`src/hdl/deq_pkg.sv`:
```
// Package for the double-ended queue unit: operation codes, status codes,
// the command class carried between the front and back parts, and default sizes.
// No dependencies.
`timescale 1ns / 1ps

package deq_pkg;

	// Default sizes handed to the top level.
	localparam int DEQ_DEPTH      = 16;
	localparam int DEQ_DATA_WIDTH = 32;

	// Fixed widths of the channel fields.
	localparam int OP_W     = 3;
	localparam int VALUE_W  = 32;
	localparam int STATUS_W = 2;
	localparam int COUNT_W  = 5;

	// Operation codes on the request channel.
	typedef enum logic [OP_W-1:0] {
		OP_PUSH_FRONT = 3'd0,
		OP_PUSH_BACK  = 3'd1,
		OP_POP_FRONT  = 3'd2,
		OP_POP_BACK   = 3'd3,
		OP_PEEK_FRONT = 3'd4,
		OP_PEEK_BACK  = 3'd5
	} deq_op_t;

	// Status codes on the result channel.
	typedef enum logic [STATUS_W-1:0] {
		ST_OK    = 2'd0,
		ST_EMPTY = 2'd1,
		ST_FULL  = 2'd2
	} deq_status_t;

	// Class of a command after decoding.
	typedef enum logic [1:0] {
		KIND_NOP  = 2'd0,
		KIND_PUSH = 2'd1,
		KIND_POP  = 2'd2,
		KIND_PEEK = 2'd3
	} deq_kind_t;

	// Control part of a decoded command.
	typedef struct packed {
		deq_kind_t kind;
		logic      at_back;
	} deq_ctl_t;

endpackage

```
`src/hdl/deq_in_if.sv`:
```
// Request channel interface of the double-ended queue unit.
// Depends on deq_pkg for the field widths.
`timescale 1ns / 1ps

interface deq_in_if;
	import deq_pkg::*;

	logic               valid;
	logic               ready;
	logic [OP_W-1:0]    operation;
	logic [VALUE_W-1:0] value;

	modport source (output valid, output operation, output value, input ready);
	modport sink (input valid, input operation, input value, output ready);
endinterface

```
`src/hdl/deq_out_if.sv`:
```
// Result channel interface of the double-ended queue unit.
// Depends on deq_pkg for the field widths.
`timescale 1ns / 1ps

interface deq_out_if;
	import deq_pkg::*;

	logic                valid;
	logic                ready;
	logic [VALUE_W-1:0]  data;
	logic [STATUS_W-1:0] status;
	logic [COUNT_W-1:0]  count;
	logic                is_empty;

	modport source (output valid, output data, output status, output count,
		output is_empty, input ready);
	modport sink (input valid, input data, input status, input count,
		input is_empty, output ready);
endinterface

```
`src/hdl/deq_front.sv`:
```
// Front part of the double-ended queue unit: accepts request transactions,
// decodes them into a command class and side, and registers them.
// Depends on deq_pkg and deq_in_if.
`timescale 1ns / 1ps

module deq_front #(
	parameter int DATA_WIDTH = deq_pkg::DEQ_DATA_WIDTH
) (
	input  logic                  clk,
	input  logic                  arst_n,
	deq_in_if.sink                cmd,
	output logic                  q_valid,
	output deq_pkg::deq_ctl_t     q_ctl,
	output logic [DATA_WIDTH-1:0] q_word,
	input  logic                  q_ready
);
	import deq_pkg::*;

	localparam int DW_MIN = (DATA_WIDTH < VALUE_W) ? DATA_WIDTH : VALUE_W;

	logic                  valid_s1;
	deq_ctl_t              ctl_s1;
	logic [DATA_WIDTH-1:0] word_s1;
	deq_ctl_t              ctl_c;
	logic [DATA_WIDTH-1:0] word_c;
	logic                  take;

	// The stage takes a new transaction when it is empty or drains this cycle.
	assign cmd.ready = !valid_s1 || q_ready;
	assign take      = cmd.valid && cmd.ready;

	// Decode the operation code into class and side.
	always_comb begin
		ctl_c = '{kind: KIND_NOP, at_back: 1'b0};
		unique case (deq_op_t'(cmd.operation))
			OP_PUSH_FRONT: ctl_c = '{kind: KIND_PUSH, at_back: 1'b0};
			OP_PUSH_BACK:  ctl_c = '{kind: KIND_PUSH, at_back: 1'b1};
			OP_POP_FRONT:  ctl_c = '{kind: KIND_POP,  at_back: 1'b0};
			OP_POP_BACK:   ctl_c = '{kind: KIND_POP,  at_back: 1'b1};
			OP_PEEK_FRONT: ctl_c = '{kind: KIND_PEEK, at_back: 1'b0};
			OP_PEEK_BACK:  ctl_c = '{kind: KIND_PEEK, at_back: 1'b1};
			default:       ctl_c = '{kind: KIND_NOP,  at_back: 1'b0};
		endcase
	end

	// Only the low bits of the word are stored.
	always_comb begin
		word_c              = '0;
		word_c[DW_MIN-1:0]  = cmd.value[DW_MIN-1:0];
	end

	// Valid flag of the stage.
	always_ff @(posedge clk or negedge arst_n) begin
		if (!arst_n) begin
			valid_s1 <= 1'b0;
		end else if (cmd.ready) begin
			valid_s1 <= cmd.valid;
		end
	end

	// Payload of the stage.
	always_ff @(posedge clk) begin
		if (take) begin
			ctl_s1  <= ctl_c;
			word_s1 <= word_c;
		end
	end

	assign q_valid = valid_s1;
	assign q_ctl   = ctl_s1;
	assign q_word  = word_s1;

endmodule

```
`src/hdl/deq_fifo.sv`:
```
// Two-entry command queue between the front and back parts of the
// double-ended queue unit. Depends on deq_pkg.
`timescale 1ns / 1ps

module deq_fifo #(
	parameter int DATA_WIDTH = deq_pkg::DEQ_DATA_WIDTH
) (
	input  logic                  clk,
	input  logic                  arst_n,
	input  logic                  wr_valid,
	input  deq_pkg::deq_ctl_t     wr_ctl,
	input  logic [DATA_WIDTH-1:0] wr_word,
	output logic                  wr_ready,
	output logic                  rd_valid,
	output deq_pkg::deq_ctl_t     rd_ctl,
	output logic [DATA_WIDTH-1:0] rd_word,
	input  logic                  rd_ready
);
	import deq_pkg::*;

	deq_ctl_t              ctl_q  [2];
	logic [DATA_WIDTH-1:0] word_q [2];
	logic                  wr_ptr_q;
	logic                  rd_ptr_q;
	logic [1:0]            fill_q;
	logic                  push;
	logic                  pop;

	assign wr_ready = (fill_q != 2'd2);
	assign rd_valid = (fill_q != 2'd0);
	assign push     = wr_valid && wr_ready;
	assign pop      = rd_valid && rd_ready;
	assign rd_ctl   = ctl_q[rd_ptr_q];
	assign rd_word  = word_q[rd_ptr_q];

	// Pointers and fill level.
	always_ff @(posedge clk or negedge arst_n) begin
		if (!arst_n) begin
			wr_ptr_q <= 1'b0;
			rd_ptr_q <= 1'b0;
			fill_q   <= 2'd0;
		end else begin
			if (push) begin
				wr_ptr_q <= !wr_ptr_q;
			end
			if (pop) begin
				rd_ptr_q <= !rd_ptr_q;
			end
			if (push && !pop) begin
				fill_q <= fill_q + 2'd1;
			end else if (pop && !push) begin
				fill_q <= fill_q - 2'd1;
			end
		end
	end

	// Entry storage.
	always_ff @(posedge clk) begin
		if (push) begin
			ctl_q[wr_ptr_q]  <= wr_ctl;
			word_q[wr_ptr_q] <= wr_word;
		end
	end

endmodule

```
`src/hdl/deq_back.sv`:
```
// Back part of the double-ended queue unit: the ring store with its front
// index and element count, and the result register. Depends on deq_pkg, deq_out_if.
`timescale 1ns / 1ps

module deq_back #(
	parameter int DEPTH      = deq_pkg::DEQ_DEPTH,
	parameter int DATA_WIDTH = deq_pkg::DEQ_DATA_WIDTH
) (
	input  logic                  clk,
	input  logic                  arst_n,
	input  logic                  q_valid,
	input  deq_pkg::deq_ctl_t     q_ctl,
	input  logic [DATA_WIDTH-1:0] q_word,
	output logic                  q_ready,
	deq_out_if.source             res
);
	import deq_pkg::*;

	localparam int IW     = (DEPTH > 1) ? $clog2(DEPTH) : 1;
	localparam int SW     = IW + 1;
	localparam int CW     = $clog2(DEPTH + 1);
	localparam int DW_MIN = (DATA_WIDTH < VALUE_W) ? DATA_WIDTH : VALUE_W;
	localparam int CW_MIN = (CW < COUNT_W) ? CW : COUNT_W;
	localparam logic [SW-1:0] DEPTH_S = SW'(DEPTH);
	localparam logic [IW-1:0] LAST_I  = IW'(DEPTH - 1);
	localparam logic [CW-1:0] DEPTH_C = CW'(DEPTH);

	logic [DATA_WIDTH-1:0] mem [DEPTH];
	logic [DATA_WIDTH-1:0] rd_q;
	logic [IW-1:0]         front_q;
	logic [CW-1:0]         count_q;

	logic                  s1_valid;
	deq_status_t           status_s1;
	logic                  use_data_s1;
	logic [CW-1:0]         count_s1;

	logic                  out_valid_q;
	logic [VALUE_W-1:0]    out_data_q;
	deq_status_t           out_status_q;
	logic [COUNT_W-1:0]    out_count_q;
	logic                  out_empty_q;

	logic                  adv;
	logic                  take;
	logic                  is_empty;
	logic                  is_full;
	logic [IW-1:0]         front_dec;
	logic [IW-1:0]         front_inc;
	logic [SW-1:0]         sum_back;
	logic [SW-1:0]         sum_last;
	logic [IW-1:0]         back_pos;
	logic [IW-1:0]         last_pos;
	logic [IW-1:0]         rd_addr;
	logic [IW-1:0]         wr_addr;
	logic                  wr_en;
	logic [IW-1:0]         front_nxt;
	logic [CW-1:0]         count_nxt;
	deq_status_t           status_c;
	logic                  use_data_c;
	logic [VALUE_W-1:0]    data_ext;
	logic [COUNT_W-1:0]    count_ext;

	// Handshake: results move out when the output register is free or taken.
	assign adv     = !out_valid_q || res.ready;
	assign q_ready = !s1_valid || adv;
	assign take    = q_valid && q_ready;

	// Ring positions around the front index.
	assign is_empty  = (count_q == '0);
	assign is_full   = (count_q == DEPTH_C);
	assign front_dec = (front_q == '0) ? LAST_I : front_q - IW'(1);
	assign front_inc = (front_q == LAST_I) ? '0 : front_q + IW'(1);
	assign sum_back  = SW'(front_q) + SW'(count_q);
	assign sum_last  = sum_back - SW'(1);
	assign back_pos  = (sum_back >= DEPTH_S) ? IW'(sum_back - DEPTH_S) : IW'(sum_back);
	assign last_pos  = (sum_last >= DEPTH_S) ? IW'(sum_last - DEPTH_S) : IW'(sum_last);
	assign rd_addr   = q_ctl.at_back ? last_pos : front_q;
	assign wr_addr   = q_ctl.at_back ? back_pos : front_dec;

	// Carry out the command: next index, count, status and store access.
	always_comb begin
		front_nxt  = front_q;
		count_nxt  = count_q;
		status_c   = ST_OK;
		use_data_c = 1'b0;
		wr_en      = 1'b0;
		unique case (q_ctl.kind)
			KIND_PUSH: begin
				if (is_full) begin
					status_c = ST_FULL;
				end else begin
					wr_en     = take;
					count_nxt = count_q + CW'(1);
					if (!q_ctl.at_back) begin
						front_nxt = front_dec;
					end
				end
			end
			KIND_POP: begin
				if (is_empty) begin
					status_c = ST_EMPTY;
				end else begin
					use_data_c = 1'b1;
					count_nxt  = count_q - CW'(1);
					if (!q_ctl.at_back) begin
						front_nxt = front_inc;
					end
				end
			end
			KIND_PEEK: begin
				if (is_empty) begin
					status_c = ST_EMPTY;
				end else begin
					use_data_c = 1'b1;
				end
			end
			default: begin
				status_c = ST_OK;
			end
		endcase
	end

	// Ring store with registered read port.
	always_ff @(posedge clk) begin
		if (wr_en) begin
			mem[wr_addr] <= q_word;
		end
		if (take) begin
			rd_q <= mem[rd_addr];
		end
	end

	// Ring state and pipeline control.
	always_ff @(posedge clk or negedge arst_n) begin
		if (!arst_n) begin
			front_q     <= '0;
			count_q     <= '0;
			s1_valid    <= 1'b0;
			out_valid_q <= 1'b0;
		end else begin
			if (take) begin
				front_q <= front_nxt;
				count_q <= count_nxt;
			end
			if (q_ready) begin
				s1_valid <= take;
			end
			if (adv) begin
				out_valid_q <= s1_valid;
			end
		end
	end

	// Result fields of the executed command.
	always_ff @(posedge clk) begin
		if (take) begin
			status_s1   <= status_c;
			use_data_s1 <= use_data_c;
			count_s1    <= count_nxt;
		end
	end

	// Resize the stored word and the count to the result fields.
	always_comb begin
		data_ext                 = '0;
		data_ext[DW_MIN-1:0]     = rd_q[DW_MIN-1:0];
		count_ext                = '0;
		count_ext[CW_MIN-1:0]    = count_s1[CW_MIN-1:0];
	end

	// Output register.
	always_ff @(posedge clk) begin
		if (adv && s1_valid) begin
			out_data_q   <= use_data_s1 ? data_ext : '0;
			out_status_q <= status_s1;
			out_count_q  <= count_ext;
			out_empty_q  <= (count_s1 == '0);
		end
	end

	assign res.valid    = out_valid_q;
	assign res.data     = out_data_q;
	assign res.status   = out_status_q;
	assign res.count    = out_count_q;
	assign res.is_empty = out_empty_q;

endmodule

```
`src/hdl/double_ended_queue_unit.sv`:
```
// Top level of the double-ended queue unit: front decoder, command queue
// and ring-store back end. Depends on deq_pkg, deq_in_if, deq_out_if and submodules.
`timescale 1ns / 1ps

// Usage:
// The cmd channel takes one transaction per operation: operation selects push
// front, push back, pop front, pop back, peek front or peek back, and value
// carries the word to push. Codes 6 and 7 do nothing but still give a result.
// The res channel returns exactly one transaction per request, in order, with
// the popped or peeked word, a status (ok, empty, or full with the push
// dropped), the element count after the operation and an empty flag.
// A request taken on cmd passes the decode register, the command queue, the execute
// stage and the output register to res. One operation per cycle is sustained
// unless res stalls; the ring store has one write and one registered read port.
// A two-entry queue separates decoding from execution, so a stall on res fills
// the output register, then the execute stage, the queue and the decode
// register, and only then drops cmd.ready; no transaction is lost. After reset
// the deque is empty with the front index at zero; the store contents are not
// cleared, and a word from an unwritten entry is never returned on res.
module double_ended_queue_unit #(
	parameter int DEPTH      = deq_pkg::DEQ_DEPTH,
	parameter int DATA_WIDTH = deq_pkg::DEQ_DATA_WIDTH
) (
	input  logic      clk,
	input  logic      arst_n,
	deq_in_if.sink    cmd,
	deq_out_if.source res
);
	import deq_pkg::*;

	logic                  f_valid;
	deq_ctl_t              f_ctl;
	logic [DATA_WIDTH-1:0] f_word;
	logic                  f_ready;
	logic                  b_valid;
	deq_ctl_t              b_ctl;
	logic [DATA_WIDTH-1:0] b_word;
	logic                  b_ready;

	// Decode incoming requests.
	deq_front #(
		.DATA_WIDTH(DATA_WIDTH)
	) u_front (
		.clk     (clk),
		.arst_n  (arst_n),
		.cmd     (cmd),
		.q_valid (f_valid),
		.q_ctl   (f_ctl),
		.q_word  (f_word),
		.q_ready (f_ready)
	);

	// Decouple decoding from execution.
	deq_fifo #(
		.DATA_WIDTH(DATA_WIDTH)
	) u_fifo (
		.clk      (clk),
		.arst_n   (arst_n),
		.wr_valid (f_valid),
		.wr_ctl   (f_ctl),
		.wr_word  (f_word),
		.wr_ready (f_ready),
		.rd_valid (b_valid),
		.rd_ctl   (b_ctl),
		.rd_word  (b_word),
		.rd_ready (b_ready)
	);

	// Execute against the ring store.
	deq_back #(
		.DEPTH      (DEPTH),
		.DATA_WIDTH (DATA_WIDTH)
	) u_back (
		.clk     (clk),
		.arst_n  (arst_n),
		.q_valid (b_valid),
		.q_ctl   (b_ctl),
		.q_word  (b_word),
		.q_ready (b_ready),
		.res     (res)
	);

endmodule
```
`src/flat_wrapper.sv`:
```
// flat-port wrapper written by rule: the top's interface ports become plain ports
module double_ended_queue_unit_flat import deq_pkg::*;
#(
	parameter int DEPTH      = deq_pkg::DEQ_DEPTH,
	parameter int DATA_WIDTH = deq_pkg::DEQ_DATA_WIDTH
)
  (clk, arst_n, cmd_valid, cmd_operation, cmd_value, cmd_ready, res_valid, res_data, res_status, res_count, res_is_empty, res_ready);
  deq_in_if cmd_i ();
  deq_out_if res_i ();
  input  logic clk;
  input  logic arst_n;
  input wire logic [$bits(cmd_i.valid)-1:0] cmd_valid;
  input wire logic [$bits(cmd_i.operation)-1:0] cmd_operation;
  input wire logic [$bits(cmd_i.value)-1:0] cmd_value;
  output wire logic [$bits(cmd_i.ready)-1:0] cmd_ready;
  output wire logic [$bits(res_i.valid)-1:0] res_valid;
  output wire logic [$bits(res_i.data)-1:0] res_data;
  output wire logic [$bits(res_i.status)-1:0] res_status;
  output wire logic [$bits(res_i.count)-1:0] res_count;
  output wire logic [$bits(res_i.is_empty)-1:0] res_is_empty;
  input wire logic [$bits(res_i.ready)-1:0] res_ready;
  assign cmd_i.valid = cmd_valid;
  assign cmd_i.operation = cmd_operation;
  assign cmd_i.value = cmd_value;
  assign cmd_ready = cmd_i.ready;
  assign res_valid = res_i.valid;
  assign res_data = res_i.data;
  assign res_status = res_i.status;
  assign res_count = res_i.count;
  assign res_is_empty = res_i.is_empty;
  assign res_i.ready = res_ready;
  double_ended_queue_unit #(.DEPTH(DEPTH), .DATA_WIDTH(DATA_WIDTH)) u_core (.clk(clk), .arst_n(arst_n), .cmd(cmd_i), .res(res_i));
endmodule
```
`config.mk`:
```
export PLATFORM = sky130hd
export DESIGN_NAME = double_ended_queue_unit_flat
export DESIGN_NICKNAME = d
export VERILOG_FILES = /design/src/hdl/deq_pkg.sv /design/src/hdl/deq_in_if.sv /design/src/hdl/deq_out_if.sv /design/src/hdl/deq_front.sv /design/src/hdl/deq_fifo.sv /design/src/hdl/deq_back.sv /design/src/hdl/double_ended_queue_unit.sv /design/src/flat_wrapper.sv
export SDC_FILE = /design/constraint.sdc
export NUM_CORES = 1
export LEC_CHECK = 0
export ABC_AREA = 1
export BUFFER_PORTS_ARGS = -buffer_cell sky130_fd_sc_hd__buf_2
export CAP_MARGIN = 20
export CORE_UTILIZATION = 53
export DETAILED_ROUTE_END_ITERATION = 16
export HOLD_SLACK_MARGIN = 0.12
export PLACE_DENSITY = 0.8
export SETUP_SLACK_MARGIN = 0.15
export SLEW_MARGIN = 20
export SYNTH_ARGS = -nofsm -noshare
export SYNTH_HDL_FRONTEND = slang
export SYNTH_SLANG_ARGS = --single-unit
```
`constraint.sdc`:
```
create_clock -name clk -period 4 [get_ports clk]
set_clock_uncertainty 0.05 [all_clocks]
set_input_delay 0.2 -clock clk [delete_from_list [all_inputs] [get_ports clk]]
set_output_delay 0.2 -clock clk [all_outputs]
set_load 0.005 [all_outputs]
```
# Word level (Yosys, flattened, before mapping)
# Memory sizes are Yosys's and may differ from the RTL's. A register that Yosys moved wholly into a read port is not among the register bits.
# Cells that the tools add are included.
# Widths: inputs -> output; s select.
dict set report op_classes {
  addsub 10
  reduce_logical 25
  n_eq_ne 15
  n_mul 0
  n_lt_le_gt_ge 2
  n_shift 0
  bitwise_logic 0
  div_mod_pow 0
  mux 27
}
# cell count
set ops {}
lappend ops {{$mux 4} 10}
lappend ops {{$pmux 3 s6} 1}
lappend ops {{$sub 4x1->4 const B} 3}
lappend ops {{$ge 5x5->1 const B} 2}
lappend ops {{$logic_not 5->1} 2}
lappend ops {{$mux 5} 2}
lappend ops {{$ne 2x2->1 const B} 5}
lappend ops {{$pmux 5 s2} 1}
lappend ops {{$sub 5x1->5 const B} 2}
lappend ops {{$mux 1} 8}
lappend ops {{$pmux 4 s2} 1}
lappend ops {{$logic_not 1->1} 7}
lappend ops {{$eq 3x2->1 const B} 2}
lappend ops {{$eq 3x3->1 const B} 2}
lappend ops {{$logic_and 1x1->1} 6}
lappend ops {{$mux 2} 3}
lappend ops {{$reduce_and 6->1} 1}
lappend ops {{$reduce_bool 2->1} 3}
lappend ops {{$add 4x5->5} 1}
lappend ops {{$add 5x1->5 const B} 1}
lappend ops {{$eq 5x5->1 const B} 1}
lappend ops {{$add 4x1->4 const B} 1}
lappend ops {{$eq 2x2->1 const B} 2}
lappend ops {{$eq 4x4->1 const B} 1}
lappend ops {{9 further kinds} 11}
dict set report totals {
  mem_bits_ro 0
  latch_bits 0
  word_cells 100
  ram_bits 582
  in_bits 39
  reg_bits 99
  output_inout_bits 42
  memories 3
}
# memory words word_bits rd rd_ports_with_merged_regs wr line_no
set mem_list {}
lappend mem_list {u_core.u_back.mem 16 32 1 1 1 deq_back.sv:28} ;# logic [DATA_WIDTH-1:0] mem [DEPTH];
lappend mem_list {u_core.u_fifo.word_q 2 32 1 0 1 deq_fifo.sv:22} ;# logic [DATA_WIDTH-1:0] word_q [2];
lappend mem_list {u_core.u_fifo.ctl_q 2 3 1 0 1 deq_fifo.sv:21} ;# deq_ctl_t ctl_q [2];

# Depth between registers and ports, before layout
dict set report depth {
  depth_word 8
  mapped_depth 15
  mapped_depth_nobuf 13
}

# Hierarchy
# From an unflattened synthesis, not the netlist that was laid out.
dict set report unflattened {
  hier_cells 2963
  area_unflattened_um2 30669.4
}
# mod area_per_inst_um2 seq_area_each_um2 cells_each n_inst
set modules_own_cells {}
lappend modules_own_cells {deq_back 26716.9 18052.3 2704 1}
lappend modules_own_cells {deq_fifo 2830.2 2202.1 211 1}
lappend modules_own_cells {deq_front 1122.3 1076.0 48 1}

# Worst setup path before layout
# No wires, ideal clock.
dict set report synth_timing {
  path_type {reg-to-reg}
  start {register u_core.u_back.front_q[0]}
  end {memory u_core.u_back.mem[4][0] in the netlist's numbering, enable pin}
  required_time_ps 3529
  path_buffers 0
  arrival_time_ps 3107
  synth_period_minus_slack_ps 3578
  setup_ps 421
  stages_incl_launch_ff 11
  setup_slack_ps 422
  cell_sequence {dfrtp_1 -> ha_1 -> fa_1 -> inv_1 -> nand2_1 -> nand2_1 -> nand2_1 -> nand2_1 -> inv_1 -> or2_2 -> nor2_1}
}
dict set report synth_between {
  elab_chain_len 4
  elab_cells_between_ends 8
  cone_classes {add/sub (3); order compare (1); mux (3); reduce/logical (1)}
}
# item line_no
set synth_rtl {}
lappend synth_rtl {{start: declaration} deq_back.sv:30} ;# logic [IW-1:0] front_q;
lappend synth_rtl {{start signal: assignment} deq_back.sv:143} ;# front_q <= front_nxt;
lappend synth_rtl {{$add 4x5->5} deq_back.sv:74} ;# assign sum_back = SW'(front_q) + SW'(count_q);
lappend synth_rtl {{$sub 4x1->4 or $ge 5x5->1 (tied branches)} deq_back.sv:76} ;# assign back_pos = (sum_back >= DEPTH_S) ? IW'(sum_back - DEPTH_S) : IW'(sum_back);
lappend synth_rtl {{$mux 4} deq_back.sv:76}
lappend synth_rtl {{$mux 4 *} deq_back.sv:79} ;# assign wr_addr = q_ctl.at_back ? back_pos : front_dec;
lappend synth_rtl {{end: declaration} deq_back.sv:28}
# Every way passes the cells marked *; elsewhere a longest branch is shown, timed or not.

# Final worst setup path
dict set report layout_timing {
  start {register u_core.u_back.front_q[0]}
  end {register u_core.u_back.rd_q[8] (netlist: u_core.u_back.data_ext[8]) (read register of u_core.u_back.mem), data pin}
}
dict set report layout_between {
  elab_chain_len 5
  elab_cells_between_ends 6
  cone_classes {add/sub (3); order compare (1); mux (2)}
}
# item line_no
set layout_rtl {}
lappend layout_rtl {{$add 4x5->5} deq_back.sv:74}
lappend layout_rtl {{$sub 5x1->5} deq_back.sv:75} ;# assign sum_last = sum_back - SW'(1);
lappend layout_rtl {{$sub 4x1->4 or $ge 5x5->1 (tied branches)} deq_back.sv:77} ;# assign last_pos = (sum_last >= DEPTH_S) ? IW'(sum_last - DEPTH_S) : IW'(sum_last);
lappend layout_rtl {{$mux 4} deq_back.sv:77}
lappend layout_rtl {{$mux 4 *} deq_back.sv:78} ;# assign rd_addr = q_ctl.at_back ? last_pos : front_q;
lappend layout_rtl {{end: declaration} deq_back.sv:29} ;# logic [DATA_WIDTH-1:0] rd_q;
# Marks and branches as above.
# A chain may end at the register's enable or synchronous reset.

==> results.json <==
{
  "timing_max_transition_violations_final": 0,
  "die_x_microns": 241.6,
  "viasPerCell": 5.625,
  "synth-main-ff-cell": "sky130_fd_sc_hd__edfxtp_1",
  "ys_types": 33,
  "die_area_sq_mm": 0.05838,
  "final_worst_path_period_need_ns": 3.318,
  "worst_path_most_repeated_cell": "sky130_fd_sc_hd__nand3_1",
  "tritoncts": "done",
  "die_height_microns": 241.6,
  "synthesis.instances": 2737,
  "longest_individual_stage_delay_on_the_worst_path_ns": 0.54,
  "avgSynthCellArea_sq_um": 11.12,
  "cp.required_ns": 4.42,
  "timing_worst_slew_pin_value_ns": 1.015,
  "rsz0062_at_grt": "no",
  "setup.reg_to_reg.worst_slack_ns": 0.68,
  "number_of_antenna_violations_at_the_first_check_in_global_routing": 0,
  "flip_flop_and_latch_count_after_synthesis": 713,
  "wire_length_of_the_first_global_routing_pass_mm": 113.0,
  "grt.overflow.total": 0,
  "gp_congestion": 0.8878,
  "floorplan.initialDensity": 0.5376,
  "mappedNetlistArea_sq_mm": 0.03043,
  "mostFrequentLayoutCells": "sky130_fd_sc_hd__nand3_1 (697), sky130_fd_sc_hd__edfxtp_1 (697), sky130_fd_sc_hd__inv_1 (548), sky130_fd_sc_hd__nand2_1 (486), sky130_fd_sc_hd__buf_2 (80)",
  "maxClockFrequency_ghz": 0.3014,
  "worst_path_dominant_cell_family": "adder cells",
  "cp_cell_sequence": "ha_1 -> fa_1 -> inv_1 -> ha_1 -> inv_1 -> nand2_1 -> nand2_4 -> buf_12 -> nand3_1 -> nand3_1 -> nand3_1 -> nand2_1",
  "finalCritPeriodShare": 0.8294,
  "firstDrtPassIters": 6,
  "cts_resized": 0,
  "numClockSinks": 713,
  "area_growth_syn_to_layout_pct": 13.45,
  "hold_ws_ns": 0.2432,
  "clkSlewWorstSetupHoldPaths_ns": 0.07,
  "outcome": "completed",
  "hold_viol_final": 0,
  "cts_inserted_buffers": 73,
  "min_path_cells": 2,
  "crit_path_category": "reg -> reg",
  "final_net_count": 2890,
  "grt_start_max_net_pins": 131,
  "finalNonFillerCells": 3654,
  "dp.final_hpwl_mm": 39.24,
  "drt_drc_violations_left": 0,
  "synth_warnings": 0,
  "hold_path.class": "in -> reg",
  "crit_buf_inv": 3,
  "drt-initial-drc-count": 2722,
  "critPathMaxFanout": 56,
  "async_flop_share": 0.02244,
  "crit_path_start_kind": "flop",
  "r2r_cells": 12,
  "drt-total-wl_mm": 72.91,
  "synth_seq_area_share": 0.7010,
  "core_area_sq_mm": 0.05660,
  "routed_wire_length_per_instance_microns": 19.95,
  "route.antenna.remaining_nets": 0,
  "layout-drive-gt1-share": 0.09558,
  "critical-path-slowest-cell": "sky130_fd_sc_hd__fa_1",
  "worstSetupPathDepth": 12,
  "clock_latency_ns": 0.62,
  "grt_pass1_vias": 20630,
  "placement_rows": 87,
  "crit_path_end_kind": "flop",
  "num_antenna_cells": 0,
  "signal_arrival_time_at_the_worst_endpoint_ns": 3.74,
  "routed-via-count": 20550,
  "port_buffers": 80,
  "syn_nets": 2789,
  "ctsHtreeMaxLevel": 3,
  "max-cap-violations": 0,
  "numPlacedInstances": 3478,
  "fin_setup_tns_ns": 0,
  "slew_headroom": 0.3220,
  "synth-edff-count": 697,
  "gr-usage-all-layers": 0.2509,
  "setup-violations-final": 0,
  "cts_root_buffer": "sky130_fd_sc_hd__clkbuf_16",
  "num_io_pins": 81,
  "clk_path_buf_depth": 3
}
==> through the flow <==
step	utilization	worst slack (ns)	area, sq um
after floorplan	-	0.4220	30430
after global placement	0.5622	0.7969	31820
after detailed placement	0.5622	0.7994	31820
after CTS	0.6092	0.7344	34480
after global routing	0.6099	0.5122	34520
final	0.6099	0.6825	34520
==> layout make-up <==
type / instances / area (sq um)
fillers: 4166 / 22080
repair buffers: 171 / 1419
well taps: 756 / 945.9
multi-input cells: 1327 / 6485
inverters: 552 / 2074
clock buffers: 92 / 1919
flip-flops and latches: 713 / 21330
clock inverters: 43 / 349.1
==> cells by family after synthesis <==
family	share of synthesized area
AND/OR/NAND/NOR	0.1920
flip-flops	0.7010
buffers and inverters	0.09280
AO/OA/AOI/OAI	0.005510
adder cells (fa/ha/maj)	0.005592
XOR/XNOR	0.003166
==> worst paths after layout <==
| path | from | to |
|---|---|---|
| setup reg to reg | u_core.u_back.front_q[0] | u_core.u_back.data_ext[8] |
| hold / removal | cmd_value[31] | u_core.u_front.q_word[31] |
| min in group asynchronous | arst_n | u_core.u_back.front_q[0] |
| max in group asynchronous | arst_n | u_core.u_back.count_q[1] |
| hold reg to reg | u_core.u_back.status_s1[1] | u_core.u_back.res.status[1] |
| setup / recovery | u_core.u_back.front_q[0] | u_core.u_back.data_ext[8] |
==> worst register-to-register path: stages, from the launching register on <==
cell and delay, ns:
sky130_fd_sc_hd__dfrtp_1 0.47, sky130_fd_sc_hd__ha_1 0.26, sky130_fd_sc_hd__fa_1 0.54, sky130_fd_sc_hd__inv_1 0.06, sky130_fd_sc_hd__ha_1 0.30, sky130_fd_sc_hd__inv_1 0.06
sky130_fd_sc_hd__nand2_1 0.09, sky130_fd_sc_hd__nand2_4 0.48, sky130_fd_sc_hd__buf_12 0.36, sky130_fd_sc_hd__nand3_1 0.18, sky130_fd_sc_hd__nand3_1 0.10, sky130_fd_sc_hd__nand3_1 0.08
sky130_fd_sc_hd__nand2_1 0.14
==> routing by layer <==
layer  track usage  routed length [microns]
met2        0.4206                    35220
met5             0                        0
met3       0.04861                     8193
met1        0.3180                    26600
met4        0.1096                     2894
==> synth_stat cells (3+ instances only) <==
| master | number | share of area |
|---|---|---|
| sky130_fd_sc_hd__xor2_1 | 9 | 0.0026 |
| sky130_fd_sc_hd__nor2_1 | 33 | 0.0041 |
| sky130_fd_sc_hd__dfrtp_1 | 16 | 0.013 |
| sky130_fd_sc_hd__edfxtp_1 | 697 | 0.69 |
| sky130_fd_sc_hd__inv_1 | 548 | 0.068 |
| sky130_fd_sc_hd__o21ai_0 | 20 | 0.0033 |
| sky130_fd_sc_hd__a21oi_1 | 3 | 0.00049 |
| sky130_fd_sc_hd__nand2_2 | 8 | 0.0016 |
| sky130_fd_sc_hd__nand3b_1 | 32 | 0.0079 |
| sky130_fd_sc_hd__buf_4 | 16 | 0.0039 |
| sky130_fd_sc_hd__nand2_1 | 488 | 0.060 |
| sky130_fd_sc_hd__ha_1 | 12 | 0.0049 |
| sky130_fd_sc_hd__nand3_2 | 4 | 0.0013 |
| sky130_fd_sc_hd__clkbuf_1 | 23 | 0.0028 |
| sky130_fd_sc_hd__buf_2 | 98 | 0.016 |
| sky130_fd_sc_hd__buf_6 | 3 | 0.0011 |
| sky130_fd_sc_hd__or2_2 | 5 | 0.0010 |
| sky130_fd_sc_hd__nand3_1 | 697 | 0.11 |
| sky130_fd_sc_hd__buf_1 | 5 | 0.00062 |
==> what timing repair did <==
| item | 4_1_cts | 5_1_grt |
|---|---|---|
| hold endpoints to repair | 54 | 0 |
| setup buffers | 0 | 0 |
| hold buffers | 39 | 0 |
==> state kept, by name, indices dropped and copies added (netlist names), 2 cells and up <==
signal	flops
u_core.u_front.q_word	32
u_core.u_back.count_ext	5
u_core.u_back.count_q	5
u_core.u_front.q_ctl	3
u_core.u_fifo.ctl_q	6
u_core.u_back.data_ext	32
u_core.u_back.res.data	32
u_core.u_back.res.status	2
u_core.u_back.res.count	5
u_core.u_fifo.word_q	64
u_core.u_back.mem	512
u_core.u_back.front_q	4
u_core.u_fifo.fill_q	2
u_core.u_back.status_s1	2
Power is left out: the tool's default activity adds up to more than one toggle a clock period on the data nets, which glitch-free logic cannot reach.
